==> src/design/hsv2rgb_pkg.sv <==
package hsv2rgb_pkg;

  // Fractional bits of the unsigned fixed-point intermediates.
  localparam int FRAC_BITS = 16;
  // A fraction ranges over 0..1.0 inclusive, so it needs one more bit.
  localparam int Q_W = FRAC_BITS + 1;
  // Width of the triangle weight k, 0..60.
  localparam int K_W = 6;
  // Width of c * k.
  localparam int P_W = Q_W + K_W;

  localparam logic [8:0] HUE_MAX    = 9'd360;
  localparam logic [6:0] SECTOR_DEG = 7'd60;
  localparam logic [7:0] FULL_SCALE = 8'd255;

  // Division by 60 uses a rounded-up reciprocal. The rounding error of the
  // reciprocal is below 64, so six guard bits keep the quotient exact for
  // every product below 2**P_W.
  localparam int RECIP_SHIFT = P_W + 6;
  localparam int R_W = RECIP_SHIFT - 5;
  localparam logic [R_W-1:0] RECIP =
    R_W'(((64'd1 << RECIP_SHIFT) + 64'(SECTOR_DEG) - 64'd1) / 64'(SECTOR_DEG));
  localparam int XP_W = P_W + R_W;

  // Division of a byte fraction by 255 also uses a rounded-up reciprocal.
  // The numerator is below 2**(FRAC_BITS+8) and the rounding error below
  // 2**8, so sixteen guard bits keep the quotient exact.
  localparam int BYTE_GUARD = 16;
  localparam int BYTE_SHIFT = FRAC_BITS + BYTE_GUARD;
  localparam int BR_W = FRAC_BITS + 9;
  localparam logic [BR_W-1:0] BYTE_RECIP =
    BR_W'(((64'd1 << BYTE_SHIFT) + 64'(FULL_SCALE) - 64'd1) / 64'(FULL_SCALE));

  // 60-degree sectors of the hue circle, red to yellow first.
  typedef enum logic [2:0] {
    SEC_RED_YEL = 3'd0,
    SEC_YEL_GRN = 3'd1,
    SEC_GRN_CYN = 3'd2,
    SEC_CYN_BLU = 3'd3,
    SEC_BLU_MAG = 3'd4,
    SEC_MAG_RED = 3'd5
  } sector_t;

  typedef struct packed {
    logic [8:0] hue;
    logic [7:0] saturation;
    logic [7:0] brightness;
  } hsv_pix_t;

  typedef struct packed {
    logic [7:0] red;
    logic [7:0] green;
    logic [7:0] blue;
  } rgb_pix_t;

  // After decode: sector, weight and the two fractions.
  typedef struct packed {
    sector_t        sector;
    logic [K_W-1:0] k;
    logic [Q_W-1:0] s_q;
    logic [Q_W-1:0] v_q;
  } dec_beat_t;

  // After the chroma multiply.
  typedef struct packed {
    sector_t        sector;
    logic [K_W-1:0] k;
    logic [Q_W-1:0] c;
    logic [Q_W-1:0] v_q;
  } chr_beat_t;

  // After the weight multiply and the offset subtraction.
  typedef struct packed {
    sector_t        sector;
    logic [Q_W-1:0] c;
    logic [Q_W-1:0] m;
    logic [P_W-1:0] ck;
  } wgt_beat_t;

  // An 8-bit fraction scaled so that 255 maps exactly to 1.0. The factor
  // 2**FRAC_BITS of the numerator cancels against the reciprocal's shift.
  function automatic logic [Q_W-1:0] frac_of_byte(input logic [7:0] b);
    logic [BR_W+7:0] w;
    w = {{BR_W{1'b0}}, b} * {8'd0, BYTE_RECIP};
    return w[BYTE_GUARD +: Q_W];
  endfunction

endpackage

==> src/design/hsv_to_rgb_converter.sv <==
// HSV to RGB pixel converter.
//
// Input channel: in_valid, in_stall (driven by this block) and in_data, a beat
// carrying hue in degrees (values above 360 are treated as 360) and
// saturation and brightness as 8-bit fractions where 255 stands for 1.0.
// Output channel: out_valid, out_stall (driven by the receiver) and out_data,
// a beat carrying the red, green and blue channels, 0..255, truncated.
//
// The datapath is a five-stage pipeline: decode, chroma multiply, weight
// multiply, reciprocal multiply for the division by 60, and the channel
// scaling into the output register. An accepted beat passes through these
// stage registers in order and then shows on out_valid.
// One beat is accepted in every cycle in which in_stall is low; each
// multiplier stage is the depth that sets the clock.
// The whole pipeline advances together. When the output holds a beat that
// the receiver stalls, every stage freezes and in_stall rises in the same
// cycle, so no beat is lost or repeated; bubbles are filled as soon as the
// output moves on. Reset clears all valid bits; no beat is in flight after it.
module hsv_to_rgb_converter (
  input  logic                  clk,
  input  logic                  rst_n,
  input  logic                  in_valid,
  output logic                  in_stall,
  input  hsv2rgb_pkg::hsv_pix_t in_data,
  output logic                  out_valid,
  input  logic                  out_stall,
  output hsv2rgb_pkg::rgb_pix_t out_data
);
  import hsv2rgb_pkg::*;

  // Pipeline advance: the output register is empty or its beat is taken.
  logic      en;
  logic      dec_vld;
  dec_beat_t dec_beat;
  logic      wgt_vld;
  wgt_beat_t wgt_beat;
  logic      in_acc;

  assign en       = !out_valid || !out_stall;
  assign in_stall = !en;
  assign in_acc   = in_valid && !in_stall;

  hsv2rgb_decode u_decode (
    .clk      (clk),
    .rst_n    (rst_n),
    .en       (en),
    .in_vld   (in_valid),
    .in_pix   (in_data),
    .out_vld  (dec_vld),
    .out_beat (dec_beat)
  );

  hsv2rgb_chroma u_chroma (
    .clk      (clk),
    .rst_n    (rst_n),
    .en       (en),
    .in_vld   (dec_vld),
    .in_beat  (dec_beat),
    .out_vld  (wgt_vld),
    .out_beat (wgt_beat)
  );

  hsv2rgb_mix u_mix (
    .clk      (clk),
    .rst_n    (rst_n),
    .en       (en),
    .in_vld   (wgt_vld),
    .in_beat  (wgt_beat),
    .out_vld  (out_valid),
    .out_pix  (out_data)
  );

  // An accepted beat is on the output once the pipeline has advanced it
  // through every stage register.
  a_latency: assert property (@(posedge clk) disable iff (!rst_n)
    in_acc ##1 en [*4] |=> out_valid)
    else $error("accepted beat did not reach the output on time");

  // A frozen pipeline keeps the valid bits of the decode, weight and output stages.
  a_freeze: assert property (@(posedge clk) disable iff (!rst_n)
    !en |=> $stable(dec_vld) && $stable(wgt_vld) && $stable(out_valid))
    else $error("pipeline moved while stalled");

  // The offset and chroma of a beat in flight never exceed full scale.
  a_range: assert property (@(posedge clk) disable iff (!rst_n)
    wgt_vld |-> ({1'b0, wgt_beat.c} + {1'b0, wgt_beat.m}) <= (Q_W + 1)'(1 << FRAC_BITS))
    else $error("chroma plus offset above one");

endmodule

==> src/design/hsv2rgb_decode.sv <==
module hsv2rgb_decode (
  input  logic                  clk,
  input  logic                  rst_n,
  input  logic                  en,
  input  logic                  in_vld,
  input  hsv2rgb_pkg::hsv_pix_t in_pix,
  output logic                  out_vld,
  output hsv2rgb_pkg::dec_beat_t out_beat
);
  import hsv2rgb_pkg::*;

  localparam logic [8:0] B1 = 9'(SECTOR_DEG);
  localparam logic [8:0] B2 = 9'(2 * SECTOR_DEG);
  localparam logic [8:0] B3 = 9'(3 * SECTOR_DEG);
  localparam logic [8:0] B4 = 9'(4 * SECTOR_DEG);
  localparam logic [8:0] B5 = 9'(5 * SECTOR_DEG);
  localparam logic [8:0] B6 = 9'(6 * SECTOR_DEG);
  localparam logic [6:0] TWO_SEC = 7'(2 * SECTOR_DEG);

  logic       vld_r;
  dec_beat_t  beat_r, beat_nxt;
  logic [8:0] hue_c;
  logic [8:0] t9;
  logic [6:0] t;
  logic [6:0] k7;

  always_comb begin
    hue_c = (in_pix.hue > HUE_MAX) ? HUE_MAX : in_pix.hue;

    priority if (hue_c < B1) beat_nxt.sector = SEC_RED_YEL;
    else if (hue_c < B2)     beat_nxt.sector = SEC_YEL_GRN;
    else if (hue_c < B3)     beat_nxt.sector = SEC_GRN_CYN;
    else if (hue_c < B4)     beat_nxt.sector = SEC_CYN_BLU;
    else if (hue_c < B5)     beat_nxt.sector = SEC_BLU_MAG;
    else                     beat_nxt.sector = SEC_MAG_RED;

    // Position inside the 120-degree period of the triangle wave.
    priority if (hue_c >= B6) t9 = hue_c - B6;
    else if (hue_c >= B4)     t9 = hue_c - B4;
    else if (hue_c >= B2)     t9 = hue_c - B2;
    else                      t9 = hue_c;
    t  = t9[6:0];
    k7 = (t >= SECTOR_DEG) ? (TWO_SEC - t) : t;

    beat_nxt.k   = k7[K_W-1:0];
    beat_nxt.s_q = frac_of_byte(in_pix.saturation);
    beat_nxt.v_q = frac_of_byte(in_pix.brightness);
  end

  always_ff @(posedge clk) begin
    if (!rst_n) begin
      vld_r <= 1'b0;
    end else if (en) begin
      vld_r <= in_vld;
    end
  end

  always_ff @(posedge clk) begin
    if (en) begin
      beat_r <= beat_nxt;
    end
  end

  assign out_vld  = vld_r;
  assign out_beat = beat_r;

endmodule

==> src/design/hsv2rgb_chroma.sv <==
module hsv2rgb_chroma (
  input  logic                   clk,
  input  logic                   rst_n,
  input  logic                   en,
  input  logic                   in_vld,
  input  hsv2rgb_pkg::dec_beat_t in_beat,
  output logic                   out_vld,
  output hsv2rgb_pkg::wgt_beat_t out_beat
);
  import hsv2rgb_pkg::*;

  logic             chr_vld_r;
  chr_beat_t        chr_r, chr_nxt;
  logic [2*Q_W-1:0] vs;
  logic             wgt_vld_r;
  wgt_beat_t        wgt_r, wgt_nxt;

  // First stage: chroma c = v * s.
  always_comb begin
    vs             = {{Q_W{1'b0}}, in_beat.v_q} * {{Q_W{1'b0}}, in_beat.s_q};
    chr_nxt.sector = in_beat.sector;
    chr_nxt.k      = in_beat.k;
    chr_nxt.c      = vs[FRAC_BITS +: Q_W];
    chr_nxt.v_q    = in_beat.v_q;
  end

  // Second stage: c * k ahead of the division by 60, and the offset m.
  always_comb begin
    wgt_nxt.sector = chr_r.sector;
    wgt_nxt.c      = chr_r.c;
    wgt_nxt.m      = chr_r.v_q - chr_r.c;
    wgt_nxt.ck     = {{K_W{1'b0}}, chr_r.c} * {{Q_W{1'b0}}, chr_r.k};
  end

  always_ff @(posedge clk) begin
    if (!rst_n) begin
      chr_vld_r <= 1'b0;
      wgt_vld_r <= 1'b0;
    end else if (en) begin
      chr_vld_r <= in_vld;
      wgt_vld_r <= chr_vld_r;
    end
  end

  always_ff @(posedge clk) begin
    if (en) begin
      chr_r <= chr_nxt;
      wgt_r <= wgt_nxt;
    end
  end

  assign out_vld  = wgt_vld_r;
  assign out_beat = wgt_r;

endmodule

==> src/design/hsv2rgb_mix.sv <==
module hsv2rgb_mix (
  input  logic                   clk,
  input  logic                   rst_n,
  input  logic                   en,
  input  logic                   in_vld,
  input  hsv2rgb_pkg::wgt_beat_t in_beat,
  output logic                   out_vld,
  output hsv2rgb_pkg::rgb_pix_t  out_pix
);
  import hsv2rgb_pkg::*;

  logic            quo_vld_r;
  sector_t         sector_r;
  logic [Q_W-1:0]  c_r;
  logic [Q_W-1:0]  m_r;
  logic [XP_W-1:0] xp_r, xp_nxt;
  logic            pix_vld_r;
  rgb_pix_t        pix_r, pix_nxt;
  logic [Q_W-1:0]  x;
  logic [Q_W-1:0]  r_q, g_q, b_q;
  logic [Q_W+7:0]  r_s, g_s, b_s;

  // Reciprocal multiply: the quotient by 60 sits above RECIP_SHIFT.
  assign xp_nxt = {{R_W{1'b0}}, in_beat.ck} * {{P_W{1'b0}}, RECIP};

  always_comb begin
    x   = xp_r[RECIP_SHIFT +: Q_W];
    r_q = '0;
    g_q = '0;
    b_q = '0;
    unique case (sector_r)
      SEC_RED_YEL: begin r_q = c_r; g_q = x;   end
      SEC_YEL_GRN: begin r_q = x;   g_q = c_r; end
      SEC_GRN_CYN: begin g_q = c_r; b_q = x;   end
      SEC_CYN_BLU: begin g_q = x;   b_q = c_r; end
      SEC_BLU_MAG: begin r_q = x;   b_q = c_r; end
      SEC_MAG_RED: begin r_q = c_r; b_q = x;   end
      default:     begin r_q = '0;  g_q = '0;  end
    endcase
    // Each sum stays at or below v, so the scaled value never exceeds 255.
    r_s = {8'd0, r_q + m_r} * {{Q_W{1'b0}}, FULL_SCALE};
    g_s = {8'd0, g_q + m_r} * {{Q_W{1'b0}}, FULL_SCALE};
    b_s = {8'd0, b_q + m_r} * {{Q_W{1'b0}}, FULL_SCALE};
    pix_nxt.red   = r_s[FRAC_BITS +: 8];
    pix_nxt.green = g_s[FRAC_BITS +: 8];
    pix_nxt.blue  = b_s[FRAC_BITS +: 8];
  end

  always_ff @(posedge clk) begin
    if (!rst_n) begin
      quo_vld_r <= 1'b0;
      pix_vld_r <= 1'b0;
    end else if (en) begin
      quo_vld_r <= in_vld;
      pix_vld_r <= quo_vld_r;
    end
  end

  always_ff @(posedge clk) begin
    if (en) begin
      sector_r <= in_beat.sector;
      c_r      <= in_beat.c;
      m_r      <= in_beat.m;
      xp_r     <= xp_nxt;
      pix_r    <= pix_nxt;
    end
  end

  assign out_vld = pix_vld_r;
  assign out_pix = pix_r;

endmodule
==> config.mk <==
export PLATFORM = sky130hd
export DESIGN_NAME = hsv_to_rgb_converter
export DESIGN_NICKNAME = d
export VERILOG_FILES = /design/src/design/hsv2rgb_pkg.sv /design/src/design/hsv_to_rgb_converter.sv /design/src/design/hsv2rgb_decode.sv /design/src/design/hsv2rgb_chroma.sv /design/src/design/hsv2rgb_mix.sv
export SDC_FILE = /design/constraint.sdc
export NUM_CORES = 2
export LEC_CHECK = 0
export BUFFER_PORTS_ARGS = -buffer_cell sky130_fd_sc_hd__buf_2
export CAP_MARGIN = 20
export CORE_MARGIN = 5
export CORE_UTILIZATION = 52
export DETAILED_ROUTE_END_ITERATION = 10
export HOLD_SLACK_MARGIN = 0.15
export PLACE_DENSITY = 0.78
export SETUP_SLACK_MARGIN = 0.15
export SYNTH_ARGS = -nofsm -noshare
export SYNTH_HDL_FRONTEND = slang
export SYNTH_SLANG_ARGS = --single-unit
==> constraint.sdc <==
create_clock -name clk -period 10.2 [get_ports clk]
set_input_delay 0.51 -clock clk [delete_from_list [all_inputs] [get_ports clk]]
set_output_delay 0.51 -clock clk [all_outputs]
set_load 0.005 [all_outputs]
* After elaboration in Yosys (flattened, before gate mapping)
Index checks and enable logic that the tools add are counted.
** Word-level totals
- Bits of input ports :: 29
- Output and inout bits :: 26
- Register bits :: 258
- Word-level logic and storage cells :: 82
** Operators by class
- Magnitude comparators :: 10
- Multiplexer cells :: 12
- Multiply operators :: 8
- Add/subtract/negate cells :: 8
- Reduce and logical (&&, ||, !) cells :: 13
- Equal/unequal tests :: 5
** Operator list (count)
- 17-bit case mux with 2 select lines :: 3
- 17-bit by 8-bit multiplier with 24-bit output (second input constant) :: 3
- 8-bit by 24-bit multiplier with 32-bit output (second input constant) :: 2
- 17-bit adder :: 3
- 23-bit by 24-bit multiplier with 46-bit output (second input constant) :: 1
- 17-bit by 17-bit multiplier with 33-bit output :: 1
- 17-bit by 6-bit multiplier with 23-bit output :: 1
- 7-bit two-way mux :: 3
- 7-bit subtractor (second input constant) :: 3
- 9-bit by 8-bit < comparator with 1-bit output (second input constant) :: 2
- 17-bit subtractor :: 1
- 2-bit OR reduction :: 7
- 9-bit by 7-bit greater-or-equal comparator with 1-bit output (second input constant) :: 1
- 9-bit by 8-bit greater-or-equal comparator with 1-bit output (second input constant) :: 1
- 9-bit greater-or-equal comparator (second input constant) :: 1
- 9-bit greater-than comparator (second input constant) :: 1
- 9-bit by 6-bit < comparator with 1-bit output (second input constant) :: 1
- 9-bit by 7-bit < comparator with 1-bit output (second input constant) :: 1
- 9-bit < comparator (second input constant) :: 1
- 9-bit two-way mux :: 1
- 7-bit by 6-bit greater-or-equal comparator with 1-bit output (second input constant) :: 1
- 3-bit by 2-bit == test with 1-bit output (second input constant) :: 2
- 3-bit == test (second input constant) :: 2
- 6-bit two-way mux :: 1
- 8 further kinds :: 12

* Logic depth before layout (Yosys ltp)
- Depth after elaboration :: 8
- Depth in mapped cells :: 32
- Depth with buffers taken out :: 31

* By module
A second synthesis with hierarchy kept.
** Unflattened totals
- Cells, all modules :: 3608
- Area total of the unflattened synthesis :: 36197.2 um^2
** By module, submodules not included
- hsv2rgb_mix :: area each 17802.1 um^2, seq. area each 2382.3 um^2, times used 1, cells each 1731
- hsv2rgb_chroma :: area each 16176.8 um^2, seq. area each 3133.0 um^2, times used 1, cells each 1678
- hsv2rgb_decode :: area each 2208.4 um^2, seq. area each 1011.0 um^2, times used 1, cells each 197
- hsv_to_rgb_converter :: area each 10.0 um^2, seq. area each 0.0 um^2, times used 1, cells each 2

* Least setup slack after synthesis
OpenSTA, ideal clock, no wires.
- Path kind :: register to register
- From :: reg u_mix.sector_r[2]
- To :: reg u_mix.pix_r, in the netlist u_mix.out_pix[6] (data pin)
- Period minus slack after synthesis :: 7.457 ns
- Path buffers :: 1
- Data required time :: 9.938 ns
- Arrival time :: 7.194 ns
- Cell stages (with the launch flop) :: 32
- Path slack :: 2.743 ns
- Setup time :: 0.262 ns
- Path through :: edfxtp_1 > nand2b_1 > mux2i_1 > clkbuf_1 > a22o_1 > ha_1 > inv_1 > fa_1 > nor2b_1 > o21ai_1 > a21o_1 > a21oi_1 > o2111ai_1 > a31oi_1 > a21o_1 > a21o_1 > xor2_1 > fa_1 > inv_1 > fa_1 > fa_1 > fa_1 > inv_1 > ha_1 > nand4_1 > nor2_1 > a211oi_1 > o31a_1 > o21ai_1 > a21oi_1 > o21bai_1 > xor2_1
** Between the ends
- Word-level cells in the longest chain between the ends :: 5
- Elaborated cells between the ends (all ways) :: 9
- Those cells by class :: add/sub: 1; mul: 1; eq/ne: 4; mux: 1; reduce/logical: 2
** RTL lines
- start: declaration :: line hsv2rgb_mix.sv:13 : sector_t sector_r;
- start signal: assignment :: line hsv2rgb_mix.sv:61 : sector_r <= in_beat.sector;
- 3-bit by 2-bit == test with 1-bit output / 3-bit == test (equally long branches) :: line hsv2rgb_mix.sv:31 : unique case (sector_r)
- 2-bit OR reduction (no source line)
- 17-bit case mux with 2 select lines * :: line hsv2rgb_mix.sv:31
- 17-bit adder * :: line hsv2rgb_mix.sv:43 : b_s = {8'd0, b_q + m_r} * {{Q_W{1'b0}}, FULL_SCALE};
- 17-bit by 8-bit multiplier with 24-bit output * :: line hsv2rgb_mix.sv:43
- named net u_mix.b_s[22] :: line hsv2rgb_mix.sv:21 : logic [Q_W+7:0] r_s, g_s, b_s;
- end signal: assignment :: line hsv2rgb_mix.sv:65 : pix_r <= pix_nxt;
- end: declaration :: line hsv2rgb_mix.sv:18 : rgb_pix_t pix_r, pix_nxt;
The timed path passes the listed nets; every way through them passes the cells marked *.
A chain may end at the register's enable or synchronous reset.

* Worst setup path in the final report
- From :: reg u_mix.sector_r[2]
- To :: reg u_mix.pix_r, in the netlist u_mix.out_pix[23] (data pin)
** Between the ends
- Word-level cells in the longest chain between the ends :: 5
- Elaborated cells between the ends (all ways) :: 9
- Those cells by class :: add/sub: 1; mul: 1; eq/ne: 3; mux: 1; reduce/logical: 3
** RTL lines
- 3-bit == test, or another cell as far along :: line hsv2rgb_mix.sv:31
- 2-bit OR reduction (no source line)
- 17-bit case mux with 2 select lines * :: line hsv2rgb_mix.sv:31
- 17-bit adder * :: line hsv2rgb_mix.sv:41 : r_s = {8'd0, r_q + m_r} * {{Q_W{1'b0}}, FULL_SCALE};
- 17-bit by 8-bit multiplier with 24-bit output * :: line hsv2rgb_mix.sv:41
- named net u_mix.r_s[23] :: line hsv2rgb_mix.sv:21
Marked as above.

==> out/metrics.json <==
{
  "route": {
    "detailedRoute.firstPassIterationCount": 6,
    "vias": 22800,
    "initialDrtViolationCount": 1406,
    "via_per_inst": 5.35,
    "post_drt_wl_per_cell_um": 16.6,
    "remaining_drc_errors": 0,
    "postRouteWirelength_um": 70900,
    "ant_nets": 0
  },
  "critical_path": {
    "required_time_of_the_worst_setup_path_ns": 10.51,
    "critical-path-max-stage-delay_ns": 0.85,
    "worst-r2r-setup-slack_ns": 1.97,
    "timing.critical_path.slowest_stage_cell": "sky130_fd_sc_hd__nor2b_1",
    "cp-end-kind": "flop",
    "worstSetupPathType": "flop to flop",
    "worstPathMaxFanout": 17,
    "worst_path_most_repeated_cell": "sky130_fd_sc_hd__fa_1",
    "worstRegToRegCells": 28,
    "crit_arrival_ns": 8.54,
    "start_kind": "flop"
  },
  "sta": {
    "slew-limit-headroom_pct": 29.7,
    "finalSetupTns_ns": 0,
    "final-max-slew-violation-count": 0,
    "final-hold-violation-count": 0,
    "period_needed_ns": 8.23,
    "max_freq_ghz": 0.122,
    "fin_crit_sh_pct": 80.7,
    "worst_slack_ns": 1.97,
    "rsz0062_at_grt": "false",
    "timing_worst_slew_pin_value_ns": 1.05,
    "skew_ns": 0.0203,
    "setup_violations_final": 0
  },
  "logic_synthesis": {
    "synth.area.top_cells": "sky130_fd_sc_hd__fa_1 32%, sky130_fd_sc_hd__edfxtp_1 18%, sky130_fd_sc_hd__ha_1 18%",
    "syn-instance-count": 3350,
    "ys_ff_latch": 214,
    "yosysWarningCount": 0,
    "synthArstFlopShare_pct": 0,
    "synth_top_area_share_pct": 32.2,
    "synthesis.area_mm2": 0.0340,
    "synth_top_area_cell": "sky130_fd_sc_hd__fa_1",
    "yosys.cell_count.top_type": "sky130_fd_sc_hd__inv_1",
    "synth.net_count": 4410,
    "synth_sequential_area_ratio_pct": 18.7,
    "netlist-cell-type-count": 73,
    "synth_top_cells_by_count": "862 x sky130_fd_sc_hd__inv_1, 548 x sky130_fd_sc_hd__fa_1, 483 x sky130_fd_sc_hd__ha_1",
    "synth.avg_cell_area_um2": 10.2,
    "number_of_flops_mapped_to_enable_cells_by_yosys": 209,
    "synth_flop_cell": "sky130_fd_sc_hd__edfxtp_1"
  },
  "die": {
    "die-area_mm2": 0.0707,
    "design.portCount": 55,
    "die-width_um": 266,
    "floorplan.die.height_um": 266,
    "floorplan.rows": 93,
    "initial_utilization_pct": 52.6,
    "floorplan.core_area_mm2": 0.0647
  },
  "cts": {
    "h-tree-depth": 1,
    "tritoncts_clock_tree": "built",
    "cts_num_sinks": 214,
    "cts_inserted_buffers": 26,
    "post-cts-setup-buffer-count": 0,
    "clock_root_cell": "sky130_fd_sc_hd__clkbuf_16",
    "skew_pair_late_insertion_delay_ns": 0.58,
    "cts.reportedPaths.clkPinSlew_ns": 0.06,
    "cts_resized": 0,
    "cts_max_path_buffers": 3,
    "hold_fix_buffers_at_cts": 0
  },
  "cells_and_area": {
    "utilization_pct": 55.7,
    "post_route_cells_drive_above_1_share_pct": 3.94,
    "insertedDiodeCount": 0,
    "final_nets": 4444,
    "area_added_between_synthesis_and_finish_pct": 5.94,
    "layout.cell_area.non_filler_mm2": 0.0361
  },
  "grt": {
    "first_global_vias": 24400,
    "global_route_wire_length_before_repair_um": 120000,
    "grt_antenna_before_repair": 0,
    "globalRouteTotalUtil_pct": 20.5,
    "grt_start_max_net_pins": 186,
    "grt-ovfl-total": 0
  },
  "placed_design": {
    "numPortBuffers": 54,
    "post_dp_cell_area_mm2": 0.0352,
    "globalplace.congestion": 0.957,
    "dpl.hpwl_um": 59400,
    "dp_slack_ns": 2.05
  },
  "job": {
    "maximum_capacitance_violations": 0
  },
  "run_status": {
    "outcome": "completed"
  },
  "min_path": {
    "hold_path_class": "input pin to flop",
    "timing.hold.worst_path_depth": 3
  }
}
==> per-stage QoR <==
stage	std cells	hold WS, ns
floorplan	3350	0.400
global placement	4211	0.400
detailed placement	4211	0.405
CTS	4259	0.159
global route	4259	0.195
finish	4259	0.197
==> metal layers <==
layer / vias to the layer above / share of wire, % / track usage [%]
met2: 650 / 50 / 36.1
li1: 10700 / - / -
met3: 139 / 6.0 / 2.98
met1: 11300 / 41 / 26.7
met4: 0 / 2.8 / 5.09
met5: - / 0 / 0
==> cell usage in the layout, fill, tap and decap left out, types with 16 or more instances in the layout <==
cell                          n
sky130_fd_sc_hd__xor2_1      55
sky130_fd_sc_hd__a211oi_1    18
sky130_fd_sc_hd__clkbuf_16   26
sky130_fd_sc_hd__a21oi_1    114
sky130_fd_sc_hd__inv_1      862
sky130_fd_sc_hd__nor2_1      70
sky130_fd_sc_hd__a22o_1      48
sky130_fd_sc_hd__fa_1       548
sky130_fd_sc_hd__nor2b_1     16
sky130_fd_sc_hd__xnor2_1    106
sky130_fd_sc_hd__nand2_1    298
sky130_fd_sc_hd__and3_1      22
sky130_fd_sc_hd__and2_1      64
sky130_fd_sc_hd__nand3_1     39
sky130_fd_sc_hd__edfxtp_1   209
sky130_fd_sc_hd__a21o_1      40
sky130_fd_sc_hd__buf_2       54
sky130_fd_sc_hd__ha_1       483
sky130_fd_sc_hd__o21ai_0     44
sky130_fd_sc_hd__o21a_1      18
sky130_fd_sc_hd__nor3_1      29
==> logic make-up (layout without fill, tap and decap cells) <==
kind of cell	after synthesis	in the layout	share of synthesized area (%)
muxes	5	5	0.147
DFF	214	214	18.7
xor gates and xnor gates	162	162	4.19
and+or+nand+nor	611	611	8.41
buffers and inverters	915	969	10.2
adders and majority gates	1031	1031	50.0
AOI/OAI and AO/OA	412	412	8.35
==> sequential cells by signal, indices dropped and copies added, names as in the netlist, 3 cells and up <==
| name | cells |
|---|---|
| u_chroma.chr_r | 38 |
| u_chroma.out_beat | 60 |
| u_decode.out_beat | 33 |
| u_mix.c_r | 17 |
| u_mix.m_r | 17 |
| u_mix.out_pix | 24 |
| u_mix.sector_r | 3 |
| u_mix.xp_r | 17 |
==> worst max-delay path: cells and delay by family, from the launching register on <==
family / cells / cell delay [ns]
simple gates: 5 / 1.37
xor+xnor: 3 / 0.92
fa+ha+maj: 6 / 2.55
buf+inv: 3 / 0.23
compound gates: 11 / 2.43
flops: 1 / 0.46
==> path summary, 6_finish.rpt <==
| check | start | endpoint |
|---|---|---|
| setup / recovery | u_mix.sector_r[2] | u_mix.out_pix[23] |
| hold / removal | in_valid | u_decode.out_vld |
| setup reg to reg | u_mix.sector_r[2] | u_mix.out_pix[23] |
| hold reg to reg | u_chroma.out_beat[33] | u_mix.m_r[10] |
==> layout make-up <==
| cell class | count | area [um2] |
|---|---|---|
| inverters | 862 | 3240 |
| multi-input cells | 2221 | 24200 |
| well taps | 855 | 1070 |
| clock buffers | 26 | 651 |
| fillers | 5519 | 28600 |
| flip-flops and latches | 214 | 6380 |
| clock inverters | 22 | 205 |
| repair buffers | 59 | 320 |
Power is not shown: default switching activity piles up to over one toggle a cycle in this logic, so the estimate is an artifact.
